[src/hdl/cdte_pkg.sv]
// Shared types, constants and the month-name decoder for the civil-date-to-epoch pipeline.
`timescale 1ns / 1ps

package cdte_pkg;

   localparam int YEAR_W   = 14;
   localparam int NAME_W   = 24;
   localparam int DAY_W    = 6;
   localparam int HOUR_W   = 5;
   localparam int MIN_W    = 6;
   localparam int SEC_W    = 6;
   localparam int EPOCH_W  = 38;
   localparam int STATUS_W = 2;
   localparam int TOD_W    = 17;
   localparam int DOY_W    = 9;
   localparam int ERA_W    = 5;
   localparam int YOE_W    = 9;
   localparam int DOE_W    = 18;
   localparam int DAYS_W   = 22;
   localparam int MONTHS   = 12;
   localparam int MON_IDX_W = 4;

   localparam logic [YEAR_W-1:0] YEAR_MIN     = 14'd1970;
   localparam logic [YEAR_W-1:0] YEAR_MAX     = 14'd9999;
   localparam logic [DAY_W-1:0]  DAY_MIN      = 6'd1;
   localparam logic [DAY_W-1:0]  DAY_MAX      = 6'd31;
   localparam logic [HOUR_W-1:0] HOUR_MAX     = 5'd23;
   localparam logic [MIN_W-1:0]  MINUTE_MAX   = 6'd59;
   localparam logic [SEC_W-1:0]  SECOND_MAX   = 6'd60;

   localparam logic [11:0]       SECS_PER_HOUR   = 12'd3600;
   localparam logic [5:0]        SECS_PER_MINUTE = 6'd60;
   localparam logic [16:0]       SECS_PER_DAY    = 17'd86400;
   localparam logic [8:0]        YEARS_PER_ERA   = 9'd400;
   localparam logic [8:0]        DAYS_PER_YEAR   = 9'd365;
   localparam logic [17:0]       DAYS_PER_ERA    = 18'd146097;
   localparam logic [19:0]       EPOCH_SHIFT     = 20'd719468;
   // floor(x / 25) == (x * 41) >> 10 for every x below 625.
   localparam logic [5:0]        ERA_RECIP       = 6'd41;
   localparam logic [EPOCH_W-1:0] EPOCH_MAX      = 38'd253402300800;

   // Months before March belong to the previous March-based year.
   localparam logic [MON_IDX_W-1:0] MARCH_INDEX = 4'd2;

   typedef enum logic [STATUS_W-1:0] {
      STATUS_OK        = 2'd0,
      STATUS_BAD_MONTH = 2'd1,
      STATUS_RANGE     = 2'd2
   } status_type;

   localparam logic [NAME_W-1:0] MONTH_NAMES [MONTHS] = '{
      "Jan", "Feb", "Mar", "Apr", "May", "Jun",
      "Jul", "Aug", "Sep", "Oct", "Nov", "Dec"
   };

   // First day of each month counted from March 1, i.e. (153 * mp + 2) / 5.
   localparam logic [DOY_W-1:0] DOY_BASE [MONTHS] = '{
      9'd306, 9'd337, 9'd0,   9'd31,  9'd61,  9'd92,
      9'd122, 9'd153, 9'd184, 9'd214, 9'd245, 9'd275
   };

   typedef struct packed {
      logic                 known;
      logic [MON_IDX_W-1:0] idx;
   } month_type;

   typedef struct packed {
      status_type        status;
      logic [YEAR_W-1:0] year_adj;
      logic [DOY_W-1:0]  doy;
      logic [TOD_W-1:0]  tod;
   } parse_type;

   typedef struct packed {
      status_type        status;
      logic [DAYS_W-1:0] days;
      logic [TOD_W-1:0]  tod;
   } days_type;

   function automatic month_type decode_month(input logic [NAME_W-1:0] name);
      month_type res;
      res.known = 1'b0;
      res.idx   = '0;
      for (int i = 0; i < MONTHS; i++) begin
         if (name == MONTH_NAMES[i]) begin
            res.known = 1'b1;
            res.idx   = MON_IDX_W'(i);
         end
      end
      return res;
   endfunction

endpackage

[src/hdl/civil_date_to_epoch_seconds_top.sv]
// Top level of the UTC civil-date to Unix epoch seconds converter.
`timescale 1ns / 1ps

// This block converts one UTC date and time per transfer into seconds since
// 1970-01-01 00:00:00. The month arrives as a three-letter English name in
// ASCII ("Jan" to "Dec", case-sensitive, first letter in the top byte). An
// unknown name gives status 1 and zero seconds; a year outside 1970 to 9999,
// a day outside 1 to 31, an hour above 23, a minute above 59 or a second
// above 60 gives status 2 and zero seconds. Month lengths are not checked,
// so Feb 31 rolls into March, and a second of 60 counts as one more second.
// The block is a seven-stage pipeline with a valid bit in every stage: it
// takes one transfer per clock cycle while the result side is not stalled.
// Stage one decodes and checks the fields, stages two to five compute days
// since the epoch with the 400-year era method, stage six multiplies by 86400
// and stage seven adds the time of day. A stall on the result side backs up
// stage by stage, so empty stages keep filling while the output waits;
// results leave in input order.

module civil_date_to_epoch_seconds_top (
   input  logic                           clock,
   input  logic                           reset,
   input  logic                           req_valid,
   output logic                           req_ready,
   input  logic [cdte_pkg::YEAR_W-1:0]    req_year,
   input  logic [cdte_pkg::NAME_W-1:0]    req_month_name,
   input  logic [cdte_pkg::DAY_W-1:0]     req_day_of_month,
   input  logic [cdte_pkg::HOUR_W-1:0]    req_hour_of_day,
   input  logic [cdte_pkg::MIN_W-1:0]     req_minute_of_hour,
   input  logic [cdte_pkg::SEC_W-1:0]     req_second_of_minute,
   output logic                           rsp_valid,
   input  logic                           rsp_ready,
   output logic [cdte_pkg::EPOCH_W-1:0]   rsp_epoch_seconds,
   output logic [cdte_pkg::STATUS_W-1:0]  rsp_status
);

   logic                  parse_valid, parse_ready;
   cdte_pkg::parse_type   parse_data;
   logic                  days_valid, days_ready;
   cdte_pkg::days_type    days_data;
   cdte_pkg::status_type  status;

   // Field decode and range checks.
   cdte_parse u_parse (
      .clock            (clock),
      .reset            (reset),
      .in_valid         (req_valid),
      .in_ready         (req_ready),
      .year             (req_year),
      .month_name       (req_month_name),
      .day_of_month     (req_day_of_month),
      .hour_of_day      (req_hour_of_day),
      .minute_of_hour   (req_minute_of_hour),
      .second_of_minute (req_second_of_minute),
      .out_valid        (parse_valid),
      .out_ready        (parse_ready),
      .out_data         (parse_data)
   );

   // Era split and day count.
   cdte_days u_days (
      .clock     (clock),
      .reset     (reset),
      .in_valid  (parse_valid),
      .in_ready  (parse_ready),
      .in_data   (parse_data),
      .out_valid (days_valid),
      .out_ready (days_ready),
      .out_data  (days_data)
   );

   // Scaling to seconds and output register.
   cdte_scale u_scale (
      .clock         (clock),
      .reset         (reset),
      .in_valid      (days_valid),
      .in_ready      (days_ready),
      .in_data       (days_data),
      .out_valid     (rsp_valid),
      .out_ready     (rsp_ready),
      .epoch_seconds (rsp_epoch_seconds),
      .status        (status)
   );

   assign rsp_status = status;

`ifndef ASSERT_OFF
   // An error result never carries a nonzero time.
   assert property (@(posedge clock) disable iff (reset)
      rsp_valid && (status != cdte_pkg::STATUS_OK) |-> rsp_epoch_seconds == '0)
      else $error("error result with nonzero epoch seconds");

   // A valid conversion never exceeds the end of year 9999.
   assert property (@(posedge clock) disable iff (reset)
      rsp_valid && (status == cdte_pkg::STATUS_OK) |->
         rsp_epoch_seconds <= cdte_pkg::EPOCH_MAX)
      else $error("epoch seconds beyond the last valid date");

   // Back pressure only starts at the output, so a blocked input means a waiting result.
   assert property (@(posedge clock) disable iff (reset)
      !req_ready |-> rsp_valid && !rsp_ready)
      else $error("input blocked while the output is free");
`endif

endmodule

[src/hdl/cdte_parse.sv]
// First pipeline stage: month decode, range checks, March-based year and day, time of day.
`timescale 1ns / 1ps

module cdte_parse (
   input  logic                          clock,
   input  logic                          reset,
   input  logic                          in_valid,
   output logic                          in_ready,
   input  logic [cdte_pkg::YEAR_W-1:0]   year,
   input  logic [cdte_pkg::NAME_W-1:0]   month_name,
   input  logic [cdte_pkg::DAY_W-1:0]    day_of_month,
   input  logic [cdte_pkg::HOUR_W-1:0]   hour_of_day,
   input  logic [cdte_pkg::MIN_W-1:0]    minute_of_hour,
   input  logic [cdte_pkg::SEC_W-1:0]    second_of_minute,
   output logic                          out_valid,
   input  logic                          out_ready,
   output cdte_pkg::parse_type           out_data
);

   logic                 valid_ff, valid_in;
   cdte_pkg::parse_type  data_ff, data_in;
   cdte_pkg::month_type  month;
   logic                 out_of_range;

   always_comb begin
      month = cdte_pkg::decode_month(month_name);
      out_of_range = (year < cdte_pkg::YEAR_MIN) || (year > cdte_pkg::YEAR_MAX) ||
                     (day_of_month < cdte_pkg::DAY_MIN) ||
                     (day_of_month > cdte_pkg::DAY_MAX) ||
                     (hour_of_day > cdte_pkg::HOUR_MAX) ||
                     (minute_of_hour > cdte_pkg::MINUTE_MAX) ||
                     (second_of_minute > cdte_pkg::SECOND_MAX);

      if (!month.known) begin
         data_in.status = cdte_pkg::STATUS_BAD_MONTH;
      end else if (out_of_range) begin
         data_in.status = cdte_pkg::STATUS_RANGE;
      end else begin
         data_in.status = cdte_pkg::STATUS_OK;
      end

      // January and February count toward the previous year.
      data_in.year_adj = year - cdte_pkg::YEAR_W'(month.idx < cdte_pkg::MARCH_INDEX);
      data_in.doy = cdte_pkg::DOY_BASE[month.idx] + cdte_pkg::DOY_W'(day_of_month) -
                    cdte_pkg::DOY_W'(1);
      data_in.tod = cdte_pkg::TOD_W'(hour_of_day) * cdte_pkg::TOD_W'(cdte_pkg::SECS_PER_HOUR) +
                    cdte_pkg::TOD_W'(minute_of_hour) *
                    cdte_pkg::TOD_W'(cdte_pkg::SECS_PER_MINUTE) +
                    cdte_pkg::TOD_W'(second_of_minute);
   end

   assign in_ready = !valid_ff || out_ready;
   assign valid_in = in_ready ? in_valid : valid_ff;

   always_ff @(posedge clock) begin
      if (reset) begin
         valid_ff <= 1'b0;
      end else begin
         valid_ff <= valid_in;
      end
   end

   always_ff @(posedge clock) begin
      if (in_ready) begin
         data_ff <= data_in;
      end
   end

   assign out_valid = valid_ff;
   assign out_data  = data_ff;

endmodule

[src/hdl/cdte_days.sv]
// Four pipeline stages that turn the March-based year and day into days since the epoch.
`timescale 1ns / 1ps

module cdte_days (
   input  logic                 clock,
   input  logic                 reset,
   input  logic                 in_valid,
   output logic                 in_ready,
   input  cdte_pkg::parse_type  in_data,
   output logic                 out_valid,
   input  logic                 out_ready,
   output cdte_pkg::days_type   out_data
);

   typedef struct packed {
      cdte_pkg::status_type        status;
      logic [cdte_pkg::ERA_W-1:0]  era;
      logic [cdte_pkg::YEAR_W-1:0] year_adj;
      logic [cdte_pkg::DOY_W-1:0]  doy;
      logic [cdte_pkg::TOD_W-1:0]  tod;
   } era_stage_type;

   typedef struct packed {
      cdte_pkg::status_type        status;
      logic [cdte_pkg::ERA_W-1:0]  era;
      logic [cdte_pkg::YOE_W-1:0]  yoe;
      logic [cdte_pkg::DOY_W-1:0]  doy;
      logic [cdte_pkg::TOD_W-1:0]  tod;
   } yoe_stage_type;

   typedef struct packed {
      cdte_pkg::status_type        status;
      logic [cdte_pkg::ERA_W-1:0]  era;
      logic [cdte_pkg::DOE_W-1:0]  doe;
      logic [cdte_pkg::TOD_W-1:0]  tod;
   } doe_stage_type;

   era_stage_type       s2_ff, s2_in;
   yoe_stage_type       s3_ff, s3_in;
   doe_stage_type       s4_ff, s4_in;
   cdte_pkg::days_type  s5_ff, s5_in;
   logic                s2_v_ff, s2_v_in, s2_rdy;
   logic                s3_v_ff, s3_v_in, s3_rdy;
   logic                s4_v_ff, s4_v_in, s4_rdy;
   logic                s5_v_ff, s5_v_in, s5_rdy;
   logic [15:0]         era_prod;
   logic [cdte_pkg::YEAR_W-1:0] yoe_full;
   logic [1:0]          centuries;
   logic [22:0]         days_full;

   always_comb begin
      // year / 400 computed as (year >> 4) / 25.
      era_prod = 16'(in_data.year_adj[cdte_pkg::YEAR_W-1:4]) * 16'(cdte_pkg::ERA_RECIP);
      s2_in.status   = in_data.status;
      s2_in.era      = era_prod[14:10];
      s2_in.year_adj = in_data.year_adj;
      s2_in.doy      = in_data.doy;
      s2_in.tod      = in_data.tod;

      yoe_full = s2_ff.year_adj -
                 cdte_pkg::YEAR_W'(s2_ff.era) * cdte_pkg::YEAR_W'(cdte_pkg::YEARS_PER_ERA);
      s3_in.status = s2_ff.status;
      s3_in.era    = s2_ff.era;
      s3_in.yoe    = yoe_full[cdte_pkg::YOE_W-1:0];
      s3_in.doy    = s2_ff.doy;
      s3_in.tod    = s2_ff.tod;

      if (s3_ff.yoe >= 9'd300) begin
         centuries = 2'd3;
      end else if (s3_ff.yoe >= 9'd200) begin
         centuries = 2'd2;
      end else if (s3_ff.yoe >= 9'd100) begin
         centuries = 2'd1;
      end else begin
         centuries = 2'd0;
      end
      s4_in.status = s3_ff.status;
      s4_in.era    = s3_ff.era;
      s4_in.doe    = cdte_pkg::DOE_W'(s3_ff.yoe) * cdte_pkg::DOE_W'(cdte_pkg::DAYS_PER_YEAR) +
                     cdte_pkg::DOE_W'(s3_ff.yoe[cdte_pkg::YOE_W-1:2]) -
                     cdte_pkg::DOE_W'(centuries) + cdte_pkg::DOE_W'(s3_ff.doy);
      s4_in.tod    = s3_ff.tod;

      days_full = 23'(s4_ff.era) * 23'(cdte_pkg::DAYS_PER_ERA) + 23'(s4_ff.doe) -
                  23'(cdte_pkg::EPOCH_SHIFT);
      s5_in.status = s4_ff.status;
      s5_in.days   = days_full[cdte_pkg::DAYS_W-1:0];
      s5_in.tod    = s4_ff.tod;
   end

   assign s5_rdy   = !s5_v_ff || out_ready;
   assign s4_rdy   = !s4_v_ff || s5_rdy;
   assign s3_rdy   = !s3_v_ff || s4_rdy;
   assign s2_rdy   = !s2_v_ff || s3_rdy;
   assign in_ready = s2_rdy;

   assign s2_v_in = s2_rdy ? in_valid : s2_v_ff;
   assign s3_v_in = s3_rdy ? s2_v_ff  : s3_v_ff;
   assign s4_v_in = s4_rdy ? s3_v_ff  : s4_v_ff;
   assign s5_v_in = s5_rdy ? s4_v_ff  : s5_v_ff;

   always_ff @(posedge clock) begin
      if (reset) begin
         s2_v_ff <= 1'b0;
         s3_v_ff <= 1'b0;
         s4_v_ff <= 1'b0;
         s5_v_ff <= 1'b0;
      end else begin
         s2_v_ff <= s2_v_in;
         s3_v_ff <= s3_v_in;
         s4_v_ff <= s4_v_in;
         s5_v_ff <= s5_v_in;
      end
   end

   always_ff @(posedge clock) begin
      if (s2_rdy) begin
         s2_ff <= s2_in;
      end
      if (s3_rdy) begin
         s3_ff <= s3_in;
      end
      if (s4_rdy) begin
         s4_ff <= s4_in;
      end
      if (s5_rdy) begin
         s5_ff <= s5_in;
      end
   end

   assign out_valid = s5_v_ff;
   assign out_data  = s5_ff;

endmodule

[src/hdl/cdte_scale.sv]
// Two pipeline stages: days times seconds per day, then time of day added and errors zeroed.
`timescale 1ns / 1ps

module cdte_scale (
   input  logic                           clock,
   input  logic                           reset,
   input  logic                           in_valid,
   output logic                           in_ready,
   input  cdte_pkg::days_type             in_data,
   output logic                           out_valid,
   input  logic                           out_ready,
   output logic [cdte_pkg::EPOCH_W-1:0]   epoch_seconds,
   output cdte_pkg::status_type           status
);

   typedef struct packed {
      cdte_pkg::status_type         status;
      logic [cdte_pkg::EPOCH_W-1:0] prod;
      logic [cdte_pkg::TOD_W-1:0]   tod;
   } prod_stage_type;

   typedef struct packed {
      cdte_pkg::status_type         status;
      logic [cdte_pkg::EPOCH_W-1:0] secs;
   } out_stage_type;

   prod_stage_type  s6_ff, s6_in;
   out_stage_type   s7_ff, s7_in;
   logic            s6_v_ff, s6_v_in, s6_rdy;
   logic            s7_v_ff, s7_v_in, s7_rdy;
   logic [38:0]     prod_full;
   logic [cdte_pkg::EPOCH_W-1:0] sum;

   always_comb begin
      prod_full = 39'(in_data.days) * 39'(cdte_pkg::SECS_PER_DAY);
      s6_in.status = in_data.status;
      s6_in.prod   = prod_full[cdte_pkg::EPOCH_W-1:0];
      s6_in.tod    = in_data.tod;

      sum = s6_ff.prod + cdte_pkg::EPOCH_W'(s6_ff.tod);
      s7_in.status = s6_ff.status;
      s7_in.secs   = (s6_ff.status == cdte_pkg::STATUS_OK) ? sum : '0;
   end

   assign s7_rdy   = !s7_v_ff || out_ready;
   assign s6_rdy   = !s6_v_ff || s7_rdy;
   assign in_ready = s6_rdy;

   assign s6_v_in = s6_rdy ? in_valid : s6_v_ff;
   assign s7_v_in = s7_rdy ? s6_v_ff  : s7_v_ff;

   always_ff @(posedge clock) begin
      if (reset) begin
         s6_v_ff <= 1'b0;
         s7_v_ff <= 1'b0;
      end else begin
         s6_v_ff <= s6_v_in;
         s7_v_ff <= s7_v_in;
      end
   end

   always_ff @(posedge clock) begin
      if (s6_rdy) begin
         s6_ff <= s6_in;
      end
      if (s7_rdy) begin
         s7_ff <= s7_in;
      end
   end

   assign out_valid     = s7_v_ff;
   assign epoch_seconds = s7_ff.secs;
   assign status        = s7_ff.status;

endmodule

[config.mk]
export PLATFORM = sky130hd
export DESIGN_NAME = civil_date_to_epoch_seconds_top
export DESIGN_NICKNAME = d
export VERILOG_FILES = /design/src/hdl/cdte_pkg.sv /design/src/hdl/civil_date_to_epoch_seconds_top.sv /design/src/hdl/cdte_parse.sv /design/src/hdl/cdte_days.sv /design/src/hdl/cdte_scale.sv
export SDC_FILE = /design/constraint.sdc
export NUM_CORES = 1
export LEC_CHECK = 0
export ABC_CLOCK_PERIOD_IN_PS = 6620
export BUFFER_PORTS_ARGS = -buffer_cell sky130_fd_sc_hd__buf_4
export CAP_MARGIN = 15
export CORE_UTILIZATION = 34
export CTS_CLUSTER_DIAMETER = 60
export DETAILED_ROUTE_END_ITERATION = 12
export GPL_ROUTABILITY_DRIVEN = 0
export PLACE_DENSITY = 0.55
export SLEW_MARGIN = 10
export SYNTH_ARGS = -nofsm -noshare
export SYNTH_HDL_FRONTEND = slang
export SYNTH_HIERARCHICAL = 1
export SYNTH_SLANG_ARGS = --single-unit
[constraint.sdc]
create_clock -name clock -period 6.62 [get_ports clock]
set_clock_uncertainty 0.2 [all_clocks]
set_input_delay 1.324 -clock clock [delete_from_list [all_inputs] [get_ports clock]]
set_output_delay 1.324 -clock clock [all_outputs]
set_load 0.02 [all_outputs]
==> impl_results.md <==
* Fmax at around 170 MHz
* Most common cell after layout, fill and taps aside: ha_1
* First-pass GRT wire length at 71300 microns
* Relative slew slack at 37.7%
* Vias/cell at roughly 4.7
* Nets@finish at around 2700
* Share of flip-flops with an asynchronous set or reset at 0%
* Routed wire length at 41900 microns
* Post-DP HPWL at around 34000 microns
* Antenna Nets Post-Route at 0
* Hold Fails Final Rpt at 0
* Max-cap violations at 0
* Largest family of logic cells by synthesized area: adder cells
* Cells after Synth at just over 2000
* Synth warn at 6
* Clock Tree Root: clkbuf_16
* Area grow syn2layout at 12.9%
* Total CTS buffers at 36
* Setup crit end: u_days/s4_ff[33]$_DFFE_PP_
* Initial antenna violation count at 0
* Startpoint types: register
* Yosys top cell area share at a little under 40%
* Setup TNS at 0 ns
* Synth Area in Adders at a little under a third
* Pin count of the biggest net entering global routing at just over 50
* # rows at between 90 and 100
* Detailed Routing Iterations Pass 1 at 5
* RSZ-0062 raised after global routing: no
* Synthesized area at between 20000 and 25000 sq um
* GR Util All Layers at around 12%
* Post-CTS Setup Inserts at 0
* Critical setup path kind: reg -> reg
* Final core utilization at between 30% and 40%
* Count of cell types in the netlist at 90
* Clock Latency Late Sink at approximately 0.55 ns
* Critical Path Start: u_days/s3_ff[30]$_DFFE_PP_
* Post-Syn Nets at about 2600
* Clk slew on worst S/H paths at ~0.05 ns
* Filler cells at approximately 6500
* Crit path arrival time at ~5.9 ns
* Congestion Overflow GR at 0
* Leading cell types in the layout, fill and taps excluded: ha_1, inv_1, edfxtp_1, fa_1, buf_4
* DRC at 0
* Worst min path class: reg -> reg
* Setup violators final at 0
* DR vias at about 14000
* XOR/XNOR share of the synthesized area at 5.00%
* Reg2reg end: u_days/s4_ff[33]$_DFFE_PP_
* Reg2Reg Depth at 25
* CTS H-tree depth at 2
* Num Clock Sinks at around 310
* EDFF count, synth at 299
* CTS resizes at 0
* Ranking of synthesized cells by area: edfxtp_1, ha_1, fa_1, inv_1, xnor2_1
* R2r startpoint: u_days/s3_ff[30]$_DFFE_PP_
* Max FO, Critical Path at 8
* Initial DRC Count at 518
* Outcome: finished, final reports clean
* Die W at between 200 and 300 microns
* FF-to-FF setup slack at roughly 0.81 ns
* Area leader, netlist: edfxtp_1
* Initial Utilization at about a third
* #FFs+latches synth at ~310
* TritonCTS clock tree: yes
* Synth Area in Compound Gates at a little under a tenth
* Mux cell area share after synthesis at 0.220%
* Io pins at about 110
* Pins Over Slew Limit at 0
* Simple-gate area share of the yosys netlist at 8.78%
* Number of global-route vias before repair at about 15000
* Slew @ Worst Pin at 0.931 ns
* N_diodes at 0
* Seq/Total Area, Yosys at between 30% and 40%
* CP endpoint kind: register
* Avg Synthesized Cell Area at roughly 12 sq um
* Cts hold-fix bufs at 0
* Fin crit period at between 5 and 6 ns
* Die height at about 260 microns
* Data required time at the worst endpoint at 6.73 ns
* Core area at between 60000 and 70000 sq um
* Die area at ~70000 sq um
* Max Root-Sink Buffers at 3
* Share of cells above drive strength 1 at 9.56%
* Tcrit/Tclk final at 87.7%
* Avg WL per Cell at between 10 and 15 microns
* Port Buffers at 106
* Main synth FF type: edfxtp_1
-- per-stage QoR --
| step | hold slack (ns) | setup slack, ns | std cells | cell area (sq um) |
|---|---|---|---|---|
| 6_report | 0.210 | 0.811 | 3048 | 26300 |
| 4_1_cts | 0.212 | 0.830 | 3048 | 26300 |
| 3_5_place_dp | 0.205 | 0.758 | 2982 | 25200 |
| 5_1_grt | 0.221 | 0.450 | 3048 | 26300 |
| 3_3_place_gp | 0.201 | 0.846 | 2982 | 25200 |
| 2_1_floorplan | 0.200 | 0.226 | 2017 | 23300 |
-- worst max-delay path, stage by stage, from the launching register on --
cell       delay [ns]
edfxtp_1         0.62
inv_1            0.20
ha_1             0.23
a21oi_1          0.14
nor2b_1          0.06
o21ai_0          0.21
o211ai_1         0.14
or2_2            0.35
inv_1            0.07
ha_1             0.13
inv_1            0.04
ha_1             0.26
inv_1            0.04
ha_1             0.26
inv_1            0.05
fa_1             0.46
inv_1            0.07
ha_1             0.16
inv_1            0.05
fa_1             0.39
nor2b_1          0.20
o31ai_2          0.11
a2111oi_0        0.69
a2111o_1         0.21
a21oi_1          0.07
xnor2_1          0.13
-- cell usage after synthesis (all sizes together), types with 11 or more instances --
library cell  count
a2111oi          12
a211oi           18
a21o             43
a21oi           107
and2             19
and3             12
buf              11
edfxtp          299
fa              145
ha              354
inv             350
nand2            64
nand2b           14
nand3            37
nand4            21
nor2            103
nor2b            20
nor3             31
o21a             13
o21ai            54
o21bai           11
xnor2            85
xor2             48
-- area by class of cell --
cell class                 instances  area, sq um  area share (%)
clock inverter                    16          145           0.552
timing repair buffer             112          841            3.20
multi-input combinational       1341        12800            48.6
tap                              873         1090            4.15
clock buffer                      50         1010            3.86
sequential                       306         9120            34.7
inverter                         350         1310            4.99
-- worst min-delay path by stage --
| stage | start | to | slack, ns | depth (start not counted) |
|---|---|---|---|---|
| global route | u_days/out_data[13]$_DFFE_PP_ | u_scale/s6_ff[13]$_DFFE_PP_ | 0.22 | 0 |
| CTS | u_parse/out_data[18]$_DFFE_PP_ | u_days/s2_ff[18]$_DFFE_PP_ | 0.21 | 0 |
| global placement | u_parse/out_data[20]$_DFFE_PP_ | u_days/s2_ff[20]$_DFFE_PP_ | 0.20 | 0 |
| detailed placement | u_days/s4_ff[16]$_DFFE_PP_ | u_days/out_data[16]$_DFFE_PP_ | 0.20 | 0 |
| finish | u_parse/out_data[18]$_DFFE_PP_ | u_days/s2_ff[18]$_DFFE_PP_ | 0.21 | 0 |
| floorplan | u_days/s4_ff[0]$_DFFE_PP_ | u_days/out_data[0]$_DFFE_PP_ | 0.20 | 0 |
-- logic make-up (layout without fill, tap and decap cells) --
group / count (synthesis) / count (layout)
adder cells (fa/ha/maj): 499 / 499
AND/OR/NAND/NOR: 381 / 381
buffers and inverters: 370 / 528
AO/OA/AOI/OAI: 323 / 323
flip-flops: 306 / 306
XOR/XNOR: 133 / 133
multiplexers: 5 / 5
-- sequential cells by signal, indices dropped and copies added, names as in the netlist --
register,cells
u_days/s2_ff,42
u_parse/out_valid,1
u_days/s4_ff,42
u_scale/status,2
u_days/s3_v_ff,1
u_scale/s6_ff,50
u_days/s2_v_ff,1
u_parse/out_data,42
u_scale/epoch_seconds,38
u_days/s4_v_ff,1
u_days/s3_ff,42
u_days/out_valid,1
u_scale/out_valid,1
u_days/out_data,41
u_scale/s6_v_ff,1
-- routing by layer --
| layer | up-vias | global-route usage [%] | wire, microns |
|---|---|---|---|
| met2 | 222 | 22.0 | 20600 |
| met3 | 77 | 1.94 | 1380 |
| met4 | 0 | 4.73 | 1250 |
| li1 | 7310 | - | - |
| met1 | 6773 | 14.6 | 18700 |
| met5 | - | 0 | 0 |
Power is left out: the tool's default activity adds up to more than one toggle a clock period on the data nets, which glitch-free logic cannot reach.
